File: src/rtl/mbe_pkg.sv
// ----------------------------------------------------------------------------
// Mandelbrot escape-time package
// Shared widths, register indexes, reset values, request types and the
// Q4.28 saturation function.
// ----------------------------------------------------------------------------
package mbe_pkg;

  localparam int COORD_W   = 32;
  localparam int FRAC_BITS = 28;
  localparam int PIX_W     = 10;
  localparam int IMG_W     = 11;
  localparam int CFG_IDX_W = 3;
  localparam int CFG_W     = 32;

  localparam int MUL_IN_W  = COORD_W + 1;
  localparam int MUL_OUT_W = 64;
  localparam int DVD_W     = 43;
  localparam int DIV_CNT_W = $clog2(DVD_W + 1);
  localparam int SAT_W     = 45;

  localparam logic [MUL_OUT_W-1:0] ESCAPE_LIMIT = 64'h0400_0000_0000_0000;

  localparam logic [CFG_IDX_W-1:0] REG_X_MIN      = 3'd0;
  localparam logic [CFG_IDX_W-1:0] REG_X_MAX      = 3'd1;
  localparam logic [CFG_IDX_W-1:0] REG_Y_MIN      = 3'd2;
  localparam logic [CFG_IDX_W-1:0] REG_Y_MAX      = 3'd3;
  localparam logic [CFG_IDX_W-1:0] REG_IMAGE_SIZE = 3'd4;
  localparam logic [CFG_IDX_W-1:0] REG_ITER_LIMIT = 3'd5;

  localparam logic signed [COORD_W-1:0] X_MIN_RST = -32'sd536870912;
  localparam logic signed [COORD_W-1:0] X_MAX_RST = 32'sd126164927;
  localparam logic signed [COORD_W-1:0] Y_MIN_RST = -32'sd300647711;
  localparam logic signed [COORD_W-1:0] Y_MAX_RST = 32'sd300647711;
  localparam logic [IMG_W-1:0]          IMG_RST   = 11'd400;
  localparam int                        ITER_RST  = 1000;

  typedef struct packed {
    logic                        en;
    logic signed [MUL_IN_W-1:0]  a;
    logic signed [MUL_IN_W-1:0]  b;
  } mul_req_t;

  typedef struct packed {
    logic             start;
    logic [DVD_W-1:0] dividend;
    logic [IMG_W-1:0] divisor;
  } div_req_t;

  typedef struct packed {
    logic             done;
    logic [DVD_W-1:0] quotient;
  } div_rsp_t;

  function automatic logic signed [COORD_W-1:0] sat_q(input logic signed [SAT_W-1:0] v);
    logic signed [COORD_W-1:0] res;
    if ((&v[SAT_W-1:COORD_W-1]) || !(|v[SAT_W-1:COORD_W-1])) begin
      res = v[COORD_W-1:0];
    end else if (v[SAT_W-1]) begin
      res = {1'b1, {(COORD_W-1){1'b0}}};
    end else begin
      res = {1'b0, {(COORD_W-1){1'b1}}};
    end
    return res;
  endfunction

endpackage

File: src/rtl/mandelbrot_escape_time_top.sv
// ----------------------------------------------------------------------------
// Mandelbrot escape-time unit, top level
// Flow: each axis is mapped in turn (span, multiply, divide, add), then each
// orbit iteration runs the check, y*y, x*y and update states, a final limit
// or escape check follows, and the result is loaded into the output register.
// One pixel is in flight at a time: the input is stalled until its result is
// loaded, also while a finished result waits on a stalled output register.
// Reset: synchronous active-low rst_n restores the default view and limits.
// ----------------------------------------------------------------------------
module mandelbrot_escape_time_top #(
  parameter int MAX_DIM    = 1024,
  parameter int COUNT_BITS = 12
) (
  input  logic                           clk,
  input  logic                           rst_n,
  input  logic                           cfg_we,
  input  logic [mbe_pkg::CFG_IDX_W-1:0]  cfg_index,
  input  logic [mbe_pkg::CFG_W-1:0]      cfg_wdata,
  input  logic                           in_valid,
  output logic                           in_stall,
  input  logic [mbe_pkg::PIX_W-1:0]      in_pixel_column,
  input  logic [mbe_pkg::PIX_W-1:0]      in_pixel_row,
  output logic                           out_valid,
  input  logic                           out_stall,
  output logic [COUNT_BITS-1:0]          out_escape_count,
  output logic                           out_in_set
);
  import mbe_pkg::*;

  localparam int MAX_CLAMP = (MAX_DIM > (1 << IMG_W) - 1) ? (1 << IMG_W) - 1 : MAX_DIM;

  typedef enum logic [3:0] {
    ST_IDLE, ST_SPAN, ST_MAP_MUL, ST_DIV_START, ST_DIV_WAIT, ST_MAP_ADD,
    ST_CHECK, ST_MUL_YY, ST_MUL_XY, ST_UPDATE, ST_DONE
  } state_t;

  state_t                     state_r;
  logic signed [COORD_W-1:0]  x_min_r, x_max_r, y_min_r, y_max_r;
  logic [IMG_W-1:0]           image_size_r;
  logic [COUNT_BITS-1:0]      iteration_limit_r;

  logic [PIX_W-1:0]           col_r, row_r;
  logic [IMG_W-1:0]           size_r;
  logic [COUNT_BITS-1:0]      lim_r, iter_r;
  logic                       axis_r, neg_r, esc_r, in_set_r;
  logic signed [MUL_IN_W-1:0] span_r;
  logic signed [COORD_W-1:0]  c_re_r, c_im_r, x_r, y_r;
  logic signed [MUL_OUT_W-1:0] xx_r, diff_r;
  logic                       out_valid_r, out_in_set_r;
  logic [COUNT_BITS-1:0]      out_escape_count_r;

  mul_req_t                   mul_req;
  logic signed [MUL_OUT_W-1:0] p_r;
  div_req_t                   div_req;
  div_rsp_t                   div_rsp;

  logic                       in_xfer;
  logic [IMG_W-1:0]           size_clamped;
  logic signed [COORD_W-1:0]  lo, hi;
  logic [PIX_W-1:0]           pos;
  logic [MUL_OUT_W-1:0]       p_mag;
  logic signed [SAT_W-1:0]    lo_ext, q_ext, map_sum;
  logic signed [MUL_OUT_W-1:0] nx_shift, ny_shift;
  logic signed [SAT_W-1:0]    nx_sum, ny_sum;
  logic [MUL_OUT_W-1:0]       mag_sum;
  logic                       out_free;

  mbe_mul u_mul (
    .clk (clk),
    .req (mul_req),
    .p_r (p_r)
  );

  mbe_div u_div (
    .clk   (clk),
    .rst_n (rst_n),
    .req   (div_req),
    .rsp   (div_rsp)
  );

  always_ff @(posedge clk) begin
    if (!rst_n) begin
      x_min_r           <= X_MIN_RST;
      x_max_r           <= X_MAX_RST;
      y_min_r           <= Y_MIN_RST;
      y_max_r           <= Y_MAX_RST;
      image_size_r      <= IMG_RST;
      iteration_limit_r <= COUNT_BITS'(ITER_RST);
    end else if (cfg_we) begin
      case (cfg_index)
        REG_X_MIN:      x_min_r <= cfg_wdata;
        REG_X_MAX:      x_max_r <= cfg_wdata;
        REG_Y_MIN:      y_min_r <= cfg_wdata;
        REG_Y_MAX:      y_max_r <= cfg_wdata;
        REG_IMAGE_SIZE: image_size_r <= cfg_wdata[IMG_W-1:0];
        REG_ITER_LIMIT: iteration_limit_r <= cfg_wdata[COUNT_BITS-1:0];
        default: ;
      endcase
    end
  end

  assign in_stall = (state_r != ST_IDLE);
  assign in_xfer  = in_valid && !in_stall;
  assign out_free = !out_valid_r || !out_stall;

  always_comb begin
    if (image_size_r == '0) begin
      size_clamped = IMG_W'(1);
    end else if (image_size_r > IMG_W'(MAX_CLAMP)) begin
      size_clamped = IMG_W'(MAX_CLAMP);
    end else begin
      size_clamped = image_size_r;
    end
  end

  assign lo  = axis_r ? y_min_r : x_min_r;
  assign hi  = axis_r ? y_max_r : x_max_r;
  assign pos = axis_r ? row_r : col_r;

  assign p_mag   = p_r[MUL_OUT_W-1] ? MUL_OUT_W'(-p_r) : MUL_OUT_W'(p_r);
  assign lo_ext  = SAT_W'(lo);
  assign q_ext   = $signed({{(SAT_W-DVD_W){1'b0}}, div_rsp.quotient});
  assign map_sum = neg_r ? lo_ext - q_ext : lo_ext + q_ext;

  assign mag_sum  = xx_r + p_r;
  assign nx_shift = diff_r >>> FRAC_BITS;
  assign ny_shift = p_r >>> (FRAC_BITS - 1);
  assign nx_sum   = nx_shift[SAT_W-1:0] + SAT_W'(c_re_r);
  assign ny_sum   = ny_shift[SAT_W-1:0] + SAT_W'(c_im_r);

  always_comb begin
    mul_req.en = 1'b0;
    mul_req.a  = span_r;
    mul_req.b  = $signed({{(MUL_IN_W-PIX_W){1'b0}}, pos});
    case (state_r)
      ST_MAP_MUL: mul_req.en = 1'b1;
      ST_CHECK: begin
        mul_req.en = 1'b1;
        mul_req.a  = MUL_IN_W'(x_r);
        mul_req.b  = MUL_IN_W'(x_r);
      end
      ST_MUL_YY: begin
        mul_req.en = 1'b1;
        mul_req.a  = MUL_IN_W'(y_r);
        mul_req.b  = MUL_IN_W'(y_r);
      end
      ST_MUL_XY: begin
        mul_req.en = 1'b1;
        mul_req.a  = MUL_IN_W'(x_r);
        mul_req.b  = MUL_IN_W'(y_r);
      end
      default: ;
    endcase
  end

  assign div_req.start    = (state_r == ST_DIV_START);
  assign div_req.dividend = p_mag[DVD_W-1:0];
  assign div_req.divisor  = size_r;

  always_ff @(posedge clk) begin
    if (!rst_n) begin
      state_r     <= ST_IDLE;
      out_valid_r <= 1'b0;
      axis_r      <= 1'b0;
      iter_r      <= '0;
      lim_r       <= '0;
    end else begin
      if (out_valid_r && !out_stall && state_r != ST_DONE) begin
        out_valid_r <= 1'b0;
      end
      case (state_r)
        ST_IDLE: begin
          if (in_xfer) begin
            col_r   <= in_pixel_column;
            row_r   <= in_pixel_row;
            size_r  <= size_clamped;
            lim_r   <= iteration_limit_r;
            axis_r  <= 1'b0;
            state_r <= ST_SPAN;
          end
        end
        ST_SPAN: begin
          span_r  <= MUL_IN_W'(hi) - MUL_IN_W'(lo);
          state_r <= ST_MAP_MUL;
        end
        ST_MAP_MUL: state_r <= ST_DIV_START;
        ST_DIV_START: begin
          neg_r   <= p_r[MUL_OUT_W-1];
          state_r <= ST_DIV_WAIT;
        end
        ST_DIV_WAIT: begin
          if (div_rsp.done) begin
            state_r <= ST_MAP_ADD;
          end
        end
        ST_MAP_ADD: begin
          if (axis_r) begin
            c_im_r  <= sat_q(map_sum);
            x_r     <= '0;
            y_r     <= '0;
            iter_r  <= '0;
            state_r <= ST_CHECK;
          end else begin
            c_re_r  <= sat_q(map_sum);
            state_r <= ST_SPAN;
          end
          axis_r <= !axis_r;
        end
        ST_CHECK: begin
          if (iter_r >= lim_r) begin
            in_set_r <= 1'b1;
            state_r  <= ST_DONE;
          end else begin
            state_r  <= ST_MUL_YY;
          end
        end
        ST_MUL_YY: begin
          xx_r    <= p_r;
          state_r <= ST_MUL_XY;
        end
        ST_MUL_XY: begin
          esc_r   <= mag_sum >= ESCAPE_LIMIT;
          diff_r  <= xx_r - p_r;
          state_r <= ST_UPDATE;
        end
        ST_UPDATE: begin
          if (esc_r) begin
            in_set_r <= 1'b0;
            state_r  <= ST_DONE;
          end else begin
            x_r     <= sat_q(nx_sum);
            y_r     <= sat_q(ny_sum);
            iter_r  <= iter_r + 1'b1;
            state_r <= ST_CHECK;
          end
        end
        ST_DONE: begin
          if (out_free) begin
            out_valid_r        <= 1'b1;
            out_escape_count_r <= iter_r;
            out_in_set_r       <= in_set_r;
            state_r            <= ST_IDLE;
          end
        end
        default: state_r <= ST_IDLE;
      endcase
    end
  end

  assign out_valid        = out_valid_r;
  assign out_escape_count = out_escape_count_r;
  assign out_in_set       = out_in_set_r;

  a_count_bound: assert property (@(posedge clk) disable iff (!rst_n)
    (state_r == ST_DONE) |-> (iter_r <= lim_r))
    else $error("escape count exceeds the iteration limit");

  a_in_set_full: assert property (@(posedge clk) disable iff (!rst_n)
    (state_r == ST_DONE && in_set_r) |-> (iter_r == lim_r))
    else $error("in-set result without a full iteration count");

  a_div_done: assert property (@(posedge clk) disable iff (!rst_n)
    div_rsp.done |-> (state_r == ST_DIV_WAIT))
    else $error("divider finished outside its wait state");

  a_accept_start: assert property (@(posedge clk) disable iff (!rst_n)
    in_xfer |=> (state_r == ST_SPAN && !axis_r))
    else $error("accepted transfer did not start the mapping");

  a_out_load: assert property (@(posedge clk) disable iff (!rst_n)
    (state_r == ST_DONE && out_free) |=> (out_valid_r && state_r == ST_IDLE))
    else $error("finished result was not loaded into the output register");

endmodule

File: src/rtl/mbe_mul.sv
// ----------------------------------------------------------------------------
// Mandelbrot shared multiplier
// One signed 33x33 multiplier with a registered product, shared by the
// coordinate mapping and every orbit iteration.
// ----------------------------------------------------------------------------
module mbe_mul (
  input  logic                                 clk,
  input  mbe_pkg::mul_req_t                    req,
  output logic signed [mbe_pkg::MUL_OUT_W-1:0] p_r
);
  import mbe_pkg::*;

  logic signed [2*MUL_IN_W-1:0] full;

  assign full = req.a * req.b;

  always_ff @(posedge clk) begin
    if (req.en) begin
      p_r <= full[MUL_OUT_W-1:0];
    end
  end

endmodule

File: src/rtl/mbe_div.sv
// ----------------------------------------------------------------------------
// Mandelbrot iterative divider
// Unsigned restoring divider, one quotient bit per cycle, used to scale the
// pixel offset by the image size.
// ----------------------------------------------------------------------------
module mbe_div (
  input  logic              clk,
  input  logic              rst_n,
  input  mbe_pkg::div_req_t req,
  output mbe_pkg::div_rsp_t rsp
);
  import mbe_pkg::*;

  logic [DVD_W-1:0]     dvd_r;
  logic [IMG_W-1:0]     dsr_r;
  logic [IMG_W-1:0]     rem_r;
  logic [DIV_CNT_W-1:0] cnt_r;
  logic                 busy_r;
  logic                 done_r;
  logic [IMG_W:0]       trial;
  logic                 ge;
  logic [IMG_W:0]       diff;

  assign trial = {rem_r, dvd_r[DVD_W-1]};
  assign ge    = trial >= {1'b0, dsr_r};
  assign diff  = trial - {1'b0, dsr_r};

  always_ff @(posedge clk) begin
    if (!rst_n) begin
      busy_r <= 1'b0;
      done_r <= 1'b0;
      cnt_r  <= '0;
    end else begin
      done_r <= 1'b0;
      if (req.start) begin
        busy_r <= 1'b1;
        cnt_r  <= DIV_CNT_W'(DVD_W);
      end else if (busy_r) begin
        cnt_r <= cnt_r - 1'b1;
        if (cnt_r == DIV_CNT_W'(1)) begin
          busy_r <= 1'b0;
          done_r <= 1'b1;
        end
      end
    end
  end

  always_ff @(posedge clk) begin
    if (req.start) begin
      dvd_r <= req.dividend;
      dsr_r <= req.divisor;
      rem_r <= '0;
    end else if (busy_r) begin
      dvd_r <= {dvd_r[DVD_W-2:0], ge};
      rem_r <= ge ? diff[IMG_W-1:0] : trial[IMG_W-1:0];
    end
  end

  assign rsp.done     = done_r;
  assign rsp.quotient = dvd_r;

endmodule
File: config.mk
export PLATFORM = sky130hd
export DESIGN_NAME = mandelbrot_escape_time_top
export DESIGN_NICKNAME = d
export VERILOG_FILES = /design/src/rtl/mbe_pkg.sv /design/src/rtl/mandelbrot_escape_time_top.sv /design/src/rtl/mbe_mul.sv /design/src/rtl/mbe_div.sv
export SDC_FILE = /design/constraint.sdc
export NUM_CORES = 2
export LEC_CHECK = 0
export CORE_AREA = 2 2 362 436
export CTS_CLUSTER_DIAMETER = 60
export DETAILED_ROUTE_END_ITERATION = 16
export DIE_AREA = 0 0 364 438
export DONT_BUFFER_PORTS = 1
export HOLD_SLACK_MARGIN = 0.05
export SLEW_MARGIN = 20
export SYNTH_ARGS = -nofsm -noshare
export SYNTH_HDL_FRONTEND = slang
export SYNTH_HIERARCHICAL = 1
export SYNTH_SLANG_ARGS = --single-unit
File: constraint.sdc
create_clock -name clk -period 22.8 [get_ports clk]
set_input_delay 1.14 -clock clk [delete_from_list [all_inputs] [get_ports clk]]
set_output_delay 1.14 -clock clk [all_outputs]
set_load 0.02 [all_outputs]
==> flow_summary_export.csv <==
group,metric,value,unit
sta,hold_viol_final,0,
synthesis,yosysTopAreaCell,"fa_1",
global_route,grt_max_degree,80,
die,fp.dieH,438,um
drt,drc,0,
place,dp.cells,10000,
global_route,grt_usage,30.2,%
worst_setup_path,cp_max_fo,33,
clocking,clock_latency,700,ps
clocking,numCtsBuffers,81,
global_route,grt_pass1_vias,60600,
clocking,cts_sinks,626,
pwr,cellLeakagePower,37.9,nW
synthesis,yosysWarnings,6,
clocking,holdBufCountCts,0,
drt,drt_iter0_drc,3793,
final_layout,drive_above_1_share,5.10,%
place,gp_congestion,0.937,
pwr,clockPowerShare,10.6,%
die,die_w,364,um
pwr,p_comb_share,74.4,%
synthesis,synth_top_area_share,29.3,%
sta,clock_skew,39.7,ps
outcome,status,"finished, final reports clean",
synthesis,syn_nets,9944,
drt,vias,57300,
place,place.detailed.hpwl,183000,um
worst_setup_path,crit_path_start_kind,"flip-flop",
pwr,p_sw,6.71,mW
worst_setup_path,arrival,11010,ps
sta,rsz0062_at_grt,"no",
drt,viasPerCell,5.62,
clocking,cts_tree,"built",
worst_setup_path,endpoint_kind,"flip-flop",
sta,maxSlewHeadroom,21.5,%
worst_setup_path,crit_required,23210,ps
die,coreArea,155000,sq um
clocking,clockBufferDepth,3,
worst_setup_path,path_common_cell,"fa_1",
global_route,grt_pass1_wl,363000,um
synthesis,syn_inst,8238,
synthesis,synth_common_cells,"inv_1 (1317), fa_1 (1131), nand2_1 (1089)",
drt,dr.pass1.iters,6,
final_layout,area_growth,6.35,%
clocking,clk_pin_slew,60,ps
sta,fmax,94.4,MHz
synthesis,synth_edf_count,426,
synthesis,synthArstFlopShare,0,%
drt,ant_nets,0,
final_layout,fin_nets,9730,
sta,finalSetupTns,0,ps
job,maxCapViolCount,0,
synthesis,synth_area,77200,sq um
worst_setup_path,critPathMaxStageDelay,660,ps
min_path,hp-class,"reg2reg",
clocking,cts_resized,0,
sta,slew_violations,0,
pwr,pwr-share-seq,15.1,%
synthesis,ys_ff_latch,626,
place,portBuffers,0,
pwr,switching_share,51.7,%
worst_setup_path,criticalPathCategory,"reg2reg",
clocking,post-cts-setup-buffers,0,
sta,fin_crit_sh,46.5,%
worst_setup_path,ff2ff_path_depth,32,
global_route,grt.overflow.total,0,
pwr,vdd_ir_drop_max,0.221,mV
final_layout,stdcell_count,10200,
drt,routedWlPerCell,23.0,um
worst_setup_path,crit_buf_inv,8,
worst_setup_path,crit_slowest_cell,"a22oi_1",
worst_setup_path,cp_top_family,"adder cells",
drt,wl,234000,um
sta,period_needed,10590,ps
global_route,antenna_found_initial,7,
clocking,root_buffer,"clkbuf_16",
min_path,min_path_cells,0,
die,die_area,159000,sq um
sta,setup_viol,0,
clocking,cts-htree-levels,3,
synthesis,synth_area_leaders,"fa_1 (29%), edfxtp_1 (17%), ha_1 (8.3%)",
synthesis,avgSynthCellArea,9.37,sq um
synthesis,synth-seq-area-share,21.8,%
die,rows,159,
synthesis,yosysUniqueCellTypes,108,
pwr,p_int,6.28,mW
pwr,fin_total_pwr,13.0,mW
worst_setup_path,crit_cells,32,
pwr,powerDensity,158,nW/um^2
die,initial_core_util,49.7,%
synthesis,synth.most_common_cell,"inv_1",
synthesis,synth_top_flop_cell,"edfxtp_1",
sta,worstMarginPinSlew,1170,ps
die,io-pin-count,75,
==> final timing paths <==
check	startpoint	to	slack, ps
hold reg to reg	size_r[9]	u_div/dsr_r[9]	420
setup / recovery	state_r[3]	u_mul/p_r[57]	12210
hold / removal	size_r[9]	u_div/dsr_r[9]	420
setup reg to reg	state_r[3]	u_mul/p_r[57]	12210
==> per-stage QoR <==
step,setup WS [ps],hold WS [ps],cell area [sq um],utilization [%]
floorplan,13770,400,77200,-
global placement,11690,402,79100,50.9
detailed placement,12270,405,79200,51.0
CTS,12240,418,82100,52.8
global route,11810,427,82100,52.8
finish,12210,418,82100,52.8
==> area by class of cell <==
class | count | area (sq um)
Tap cell | 2093 | 2620
Clock buffer | 101 | 2230
Clock inverter | 51 | 661
Antenna cell | 6 | 15.0
Sequential cell | 626 | 16800
Timing Repair Buffer | 93 | 711
Multi-Input combinational cell | 5895 | 54100
Fill cell | 14300 | 73300
Inverter | 1327 | 4980
==> per-layer routing <==
metal  part of all wire [%]  vias to the layer above  track usage [%]
met1                     38                    29100             36.2
met3                    5.5                      469             4.37
met4                    6.7                        4             17.7
met5                  0.012                        -                0
met2                     49                     1700             51.7
li1                       -                    26100                -
==> registers in the layout, indices dropped and copies added (netlist names), 11 cells and up <==
| register | flops |
|---|---|
| u_mul/p_r | 64 |
| xx_r | 64 |
| u_div/dvd_r | 43 |
| diff_r | 36 |
| span_r | 33 |
| c_im_r | 32 |
| c_re_r | 32 |
| x_max_r | 32 |
| x_min_r | 32 |
| x_r | 32 |
| y_max_r | 32 |
| y_min_r | 32 |
| y_r | 32 |
| iter_r | 12 |
| iteration_limit_r | 12 |
| lim_r | 12 |
| out_escape_count | 12 |
| image_size_r | 11 |
| size_r | 11 |
| u_div/dsr_r | 11 |
| u_div/rem_r | 11 |
==> power groups by stage <==
stage | combinational (mW) | sequential (mW) | clock [mW]
detailed placement | 9.58 | 1.98 | 0
floorplan | 6.97 | 1.82 | 0
global placement | 9.54 | 1.98 | 0
global route | 10.8 | 1.96 | 1.44
finish | 9.66 | 1.96 | 1.37
CTS | 9.68 | 1.96 | 1.40
==> kinds of logic (layout without fill, tap and decap cells) <==
logic type / count (synthesis) / after routing / share of synthesized area, %
AO/OA/AOI/OAI: 1337 / 1337 / 11.3
XOR/XNOR: 350 / 350 / 3.97
adder cells (fa/ha/maj): 1646 / 1646 / 37.7
buffers and inverters: 1717 / 1572 / 8.42
flip-flops: 626 / 626 / 21.8
multiplexers: 120 / 120 / 1.67
other: 0 / 6 / 0
AND/OR/NAND/NOR: 2442 / 2442 / 15.2
==> placed cells by master, fill, tap and decap left out, types with 148 or more instances in the layout <==
cell type / synthesis / final
ha_1: 515 / 515
nand2_1: 1089 / 1086
nor2_1: 266 / 257
a21o_1: 222 / 222
and2_1: 560 / 560
a21oi_1: 463 / 463
xnor2_1: 261 / 261
nand3_1: 149 / 148
inv_1: 1317 / 1316
dfxtp_1: 200 / 199
fa_1: 1131 / 1130
edfxtp_1: 426 / 426
o21ai_0: 175 / 164
Note: power is estimated with default switching activity, not from simulation.
